<file path="src/hw/rtl/thd_pkg.sv">
// ----------------------------------------------------------------------------
// thd_pkg
// Shared types and constants of the tile Huffman tree decoder.
// ----------------------------------------------------------------------------
package thd_pkg;

   // default geometry
   localparam int CodebookDepthDef = 256;
   localparam int TileEdgeDef      = 64;

   // codebook entry layout: branch flag, far flag, 17-bit jump or colour
   localparam int EntryW    = 19;
   localparam int JumpW     = 17;
   localparam int EntBranch = 18;
   localparam int EntFar    = 17;

   // field widths
   localparam int ByteW   = 8;
   localparam int ColourW = 7;
   localparam int RepW    = 13;
   localparam int ShiftW  = 3;
   localparam int CountW  = 9;

   localparam logic [CountW-1:0] CountMax   = '1;
   localparam logic [ShiftW-1:0] ShiftMax   = 3'd6;
   localparam logic [ByteW-1:0]  FarMarker  = 8'd128;
   localparam logic [17:0]       FarBase    = 18'd65539;
   localparam logic [8:0]        NearBase   = 9'd257;

   typedef enum logic [1:0] {
      PH_LOAD,
      PH_DECODE,
      PH_DONE
   } phase_type;

   typedef enum logic [1:0] {
      SQ_IDLE,
      SQ_FAR,
      SQ_WALK
   } seq_type;

   typedef enum logic [1:0] {
      FP_NONE = 2'd0,
      FP_HIGH = 2'd1,
      FP_LOW  = 2'd2
   } far_pend_type;

   // one queued request
   typedef struct packed {
      logic [ByteW-1:0] tile_byte;
      logic             first_of_tile;
   } req_item_type;

endpackage

</file>
<file path="src/hw/rtl/thd_front.sv">
// ----------------------------------------------------------------------------
// thd_front
// Request intake: takes requests and holds them in a two-entry queue that
// decouples the input channel from the decode engine.
// ----------------------------------------------------------------------------
module thd_front
   import thd_pkg::*;
(
   input  logic               clock,
   input  logic               reset,
   input  logic               req_valid,
   output logic               req_ready,
   input  logic [ByteW-1:0]   req_tile_byte,
   input  logic               req_first_of_tile,
   output logic               q_valid,
   output req_item_type       q_item,
   input  logic               q_pop
);

   req_item_type slot_ff [2];
   logic         rd_ptr_ff, rd_ptr_in;
   logic         wr_ptr_ff, wr_ptr_in;
   logic [1:0]   cnt_ff, cnt_in;
   logic         push;

   // queue control
   always_comb begin
      push      = req_valid && req_ready;
      rd_ptr_in = rd_ptr_ff ^ q_pop;
      wr_ptr_in = wr_ptr_ff ^ push;
      cnt_in    = cnt_ff + 2'(push) - 2'(q_pop);
   end

   assign req_ready = (cnt_ff != 2'd2);
   assign q_valid   = (cnt_ff != 2'd0);
   assign q_item    = slot_ff[rd_ptr_ff];

   always_ff @(posedge clock) begin
      if (reset) begin
         rd_ptr_ff <= 1'b0;
         wr_ptr_ff <= 1'b0;
         cnt_ff    <= 2'd0;
      end else begin
         rd_ptr_ff <= rd_ptr_in;
         wr_ptr_ff <= wr_ptr_in;
         cnt_ff    <= cnt_in;
      end
   end

   // queue storage
   always_ff @(posedge clock) begin
      if (push) begin
         slot_ff[wr_ptr_ff] <= '{tile_byte: req_tile_byte, first_of_tile: req_first_of_tile};
      end
   end

endmodule

</file>
<file path="config.mk">
export PLATFORM = sky130hd
export DESIGN_NAME = thd_front
export DESIGN_NICKNAME = d
export VERILOG_FILES = /design/src/hw/rtl/thd_pkg.sv /design/src/hw/rtl/thd_front.sv
export SDC_FILE = /design/constraint.sdc
export NUM_CORES = 1
export LEC_CHECK = 0
export ABC_AREA = 1
export BUFFER_PORTS_ARGS = -buffer_cell sky130_fd_sc_hd__clkbuf_2
export CORE_ASPECT_RATIO = 0.7
export CORE_MARGIN = 2
export CORE_UTILIZATION = 43
export CTS_CLUSTER_SIZE = 24
export DETAILED_ROUTE_END_ITERATION = 7
export PLACE_DENSITY = 0.64
export SYNTH_ARGS = -nofsm -noshare
export SYNTH_HDL_FRONTEND = slang
export SYNTH_SLANG_ARGS = --single-unit
</file>
<file path="constraint.sdc">
create_clock -name clock -period 2.06 [get_ports clock]
set_input_delay 0.103 -clock clock [delete_from_list [all_inputs] [get_ports clock]]
set_output_delay 0.103 -clock clock [all_outputs]
set_load 0.01 [all_outputs]
</file>
==> flow_summary_export.csv <==
group,metric,value,unit
worst_hold_path,holdCritStartpoint,"q_pop",
placement,placement.io_buffers,23,
synth,yosysSeqAreaShare,0.709,
worst_setup_path,criticalPathCategory,"register to output port",
synth,synth.cell_area,876,um2
floorplan,fp.dieArea,2420,um2
clock_tree,cts_hold_repair.buffers,10,
clock_tree,clk_path_buf_depth,2,
synth,most_used_standard_cell_by_instance_count_after_synthesis,"sky130_fd_sc_hd__edfxtp_1",
sta,fin_tns_setup,0,ns
synth,synth.avg_cell_area,15.4,um2
synth,ys_dominant_reg_cell,"sky130_fd_sc_hd__edfxtp_1",
pwr,portion_of_total_power_attributed_to_the_clock_network,0.236,
clock_tree,postCtsSetupRepairBufs,0,
clock_tree,clk_pin_slew,0.12,ns
worst_setup_path,crit_fanout,10,
synth,synth.ff_latch_count,22,
sta,fmax,638,MHz
global_route,grt.overflow.total,0,
clock_tree,cts_tree,"built",
sta,tightestPinTransition,0.469,ns
layout,antenna_cells_inserted,0,
clock_tree,cts-resized-gates,0,
layout,layout-drive-gt1-share,0.436,
sta,setup_viol,0,
pwr,pwr-share-seq,0.562,
clock_tree,clock_insertion_delay_worst_skew,0.31,ns
sta,final_min_period_over_clock_period,0.761,
synth,mappedNetlistNets,72,
placement,placedCellCount,102,
floorplan,starting_density_of_the_core,0.464,
pwr,total_leakage_power,0.000483,uW
synth,ys_top_cells_by_area,"sky130_fd_sc_hd__edfxtp_1 62%, sky130_fd_sc_hd__mux2_2 12%, sky130_fd_sc_hd__dfxtp_1 9.1%",
placement,dp.final_hpwl,962,um
sta,grt_setup_unrepaired,"false",
global_route,grtUsageMet3,0.0654,
detailed_routing,initialDrtViolationCount,11,
synth,top_cells_by_count_synth,"18 x sky130_fd_sc_hd__edfxtp_1, 9 x sky130_fd_sc_hd__mux2_2, 7 x sky130_fd_sc_hd__inv_1",
placement,gp_congestion,0.643,
placement,detailedPlace.worstSlack,0.678,ns
detailed_routing,number_of_detailed_route_iterations_in_the_first_pass,4,
pwr,power.switching_fraction,0.251,
sta,skew,0.00810,ns
floorplan,rows,13,
synth,synth_enable_flop_cells,18,
pwr,power.internal,739,uW
global_route,grt_first_pass_wirelength,2.45,mm
global_route,initial_antenna_violation_count,0,
global_route,vias_in_the_first_global_route,572,
synth,syn-instance-count,57,
worst_setup_path,setup.worst_path.start_class,"register",
worst_setup_path,timing.critical_path.required,1.96,ns
global_route,grt.met1_usage,0.184,
sta,post-route-min-period,1.57,ns
synth,yosys.cell_types.count,13,
floorplan,dieWidth,57.9,um
clock_tree,cts.sink_count,22,
worst_setup_path,crit_arrival,1.46,ns
synth,synth_async_sr_flop_share,0,
detailed_routing,detail_route.vias_per_cell,4.56,
synth,synth.largest_area_cell,"sky130_fd_sc_hd__edfxtp_1",
worst_setup_path,regToRegEndpoint,"slot_ff[0][7]",
worst_setup_path,rr_worst_depth,5,
sta,slew_viol_final,0,
sta,worst_slack,0.492,ns
clock_tree,clock_tree.root_cell,"sky130_fd_sc_hd__clkbuf_4",
pwr,vdd_drop_max,616,uV
sta,slew_headroom,0.687,
floorplan,floorplan.core_area,1890,um2
detailed_routing,vias,529,
clock_tree,clock_tree.htree_level_count,1,
layout,post_layout_nonfiller_instances,116,
pwr,power_per_cell_area,857,nW/um2
worst_hold_path,hold_end,"cnt_ff[1]",
pwr,power.combinational.fraction,0.202,
layout,area_growth,31.4,%
detailed_routing,wl_per_cell,11.8,um
worst_hold_path,worst_hold_path_type,"input pin to register",
worst_hold_path,worstHoldPathCells,3,
synth,yosysTopAreaCellShare,0.617,
global_route,grtUsageTotal,0.137,
worst_setup_path,r2r_start,"cnt_ff[0]",
sta,number_of_hold_violations_in_the_final_report,0,
global_route,grt_start_max_net_pins,13,
global_route,groute.layer.met2.usage,0.195,
layout,fin_nets,110,
detailed_routing,detail_route.drc_violations,0,
synth,number_of_warning_messages_in_the_yosys_log,0,
layout,fillCellCount,165,
worst_setup_path,critical_path.endpoint_type,"output port",
floorplan,pin_count,24,
worst_setup_path,ff2ff_setup_slack,0.68,ns
status,outcome,"completed",
floorplan,die_y,41.8,um
pwr,total_switching_power,247,uW
clock_tree,numCtsBuffers,3,
flow_run,number_of_maximum_capacitance_violations,0,
detailed_routing,postRouteWirelength,1.36,mm
detailed_routing,drt.antenna.violating_nets,0,
global_route,global_route.peak_usage_layer,"met2",
-- cells in the final DEF, fill, tap and decap left out --
cell type	count
sky130_fd_sc_hd__a21oi_2	1
sky130_fd_sc_hd__buf_4	1
sky130_fd_sc_hd__clkbuf_2	23
sky130_fd_sc_hd__clkbuf_4	3
sky130_fd_sc_hd__clkbuf_8	1
sky130_fd_sc_hd__dfxtp_1	4
sky130_fd_sc_hd__dlygate4sd3_1	10
sky130_fd_sc_hd__edfxtp_1	18
sky130_fd_sc_hd__ha_1	2
sky130_fd_sc_hd__inv_1	7
sky130_fd_sc_hd__mux2_2	9
sky130_fd_sc_hd__nand2_1	6
sky130_fd_sc_hd__nand2_2	1
sky130_fd_sc_hd__nand2_4	1
sky130_fd_sc_hd__nand3_2	1
sky130_fd_sc_hd__nor2_1	4
sky130_fd_sc_hd__xnor2_1	2
-- cell type report --
| type | instances | area [um2] | share of cell area |
|---|---|---|---|
| well taps | 22 | 27.5 | 0.0239 |
| inverters | 7 | 26.3 | 0.0228 |
| clock buffers | 4 | 36.3 | 0.0315 |
| multi-input cells | 27 | 218 | 0.189 |
| flip-flops and latches | 22 | 621 | 0.539 |
| repair buffers | 34 | 223 | 0.193 |
-- metal layers --
layer,part of all wire,vias to the layer above
li1,-,269
met1,0.54,241
met2,0.40,19
met3,0.065,0
met4,0,0
met5,0,-
-- sequential cells by signal, indices dropped and copies added (netlist names) --
signal and cells:
cnt_ff 2, rd_ptr_ff 1, wr_ptr_ff 1, slot_ff 18
-- worst max path at each step --
stage | start | end | slack (ns) | cells past startpoint
2_1_floorplan | cnt_ff[0] | slot_ff[1][0] | 0.73 | 4
3_3_place_gp | cnt_ff[0] | slot_ff[0][5] | 0.68 | 5
3_5_place_dp | cnt_ff[0] | slot_ff[0][5] | 0.68 | 5
4_1_cts | rd_ptr_ff | q_item[0] | 0.47 | 2
5_1_grt | rd_ptr_ff | q_item[0] | 0.41 | 2
6_report | rd_ptr_ff | q_item[0] | 0.49 | 2
-- critical path: stages, from the launching register on --
cell	delay (ns)
sky130_fd_sc_hd__dfxtp_1	0.63
sky130_fd_sc_hd__mux2_2	0.40
sky130_fd_sc_hd__clkbuf_2	0.13
-- cell families after synthesis --
family,after synthesis,synth area share
AO/OA/AOI/OAI,1,0.0100
multiplexers,9,0.116
XOR/XNOR,2,0.0200
flip-flops,22,0.709
adder cells (fa/ha/maj),2,0.0286
buffers and inverters,8,0.0429
AND/OR/NAND/NOR,13,0.0743
-- metrics by stage --
step,instance area (um2),hold slack [ns],util,total power (uW)
final,1150,0.109,0.610,986
after global routing,1150,0.0984,0.610,1040
after CTS,1150,0.101,0.610,993
after detailed placement,1010,0.298,0.538,751
after global placement,1010,0.296,0.538,749
after floorplan,876,0.165,-,684
-- power by group through the flow --
stage                     combinational [uW]  sequential (uW)  clock [uW]
final                                    200              554         232
after global placement                   185              564           0
after detailed placement                 186              565           0
after floorplan                          130              554           0
after CTS                                202              555         236
after global routing                     225              562         255
Note: power is estimated with default switching activity, not from simulation.
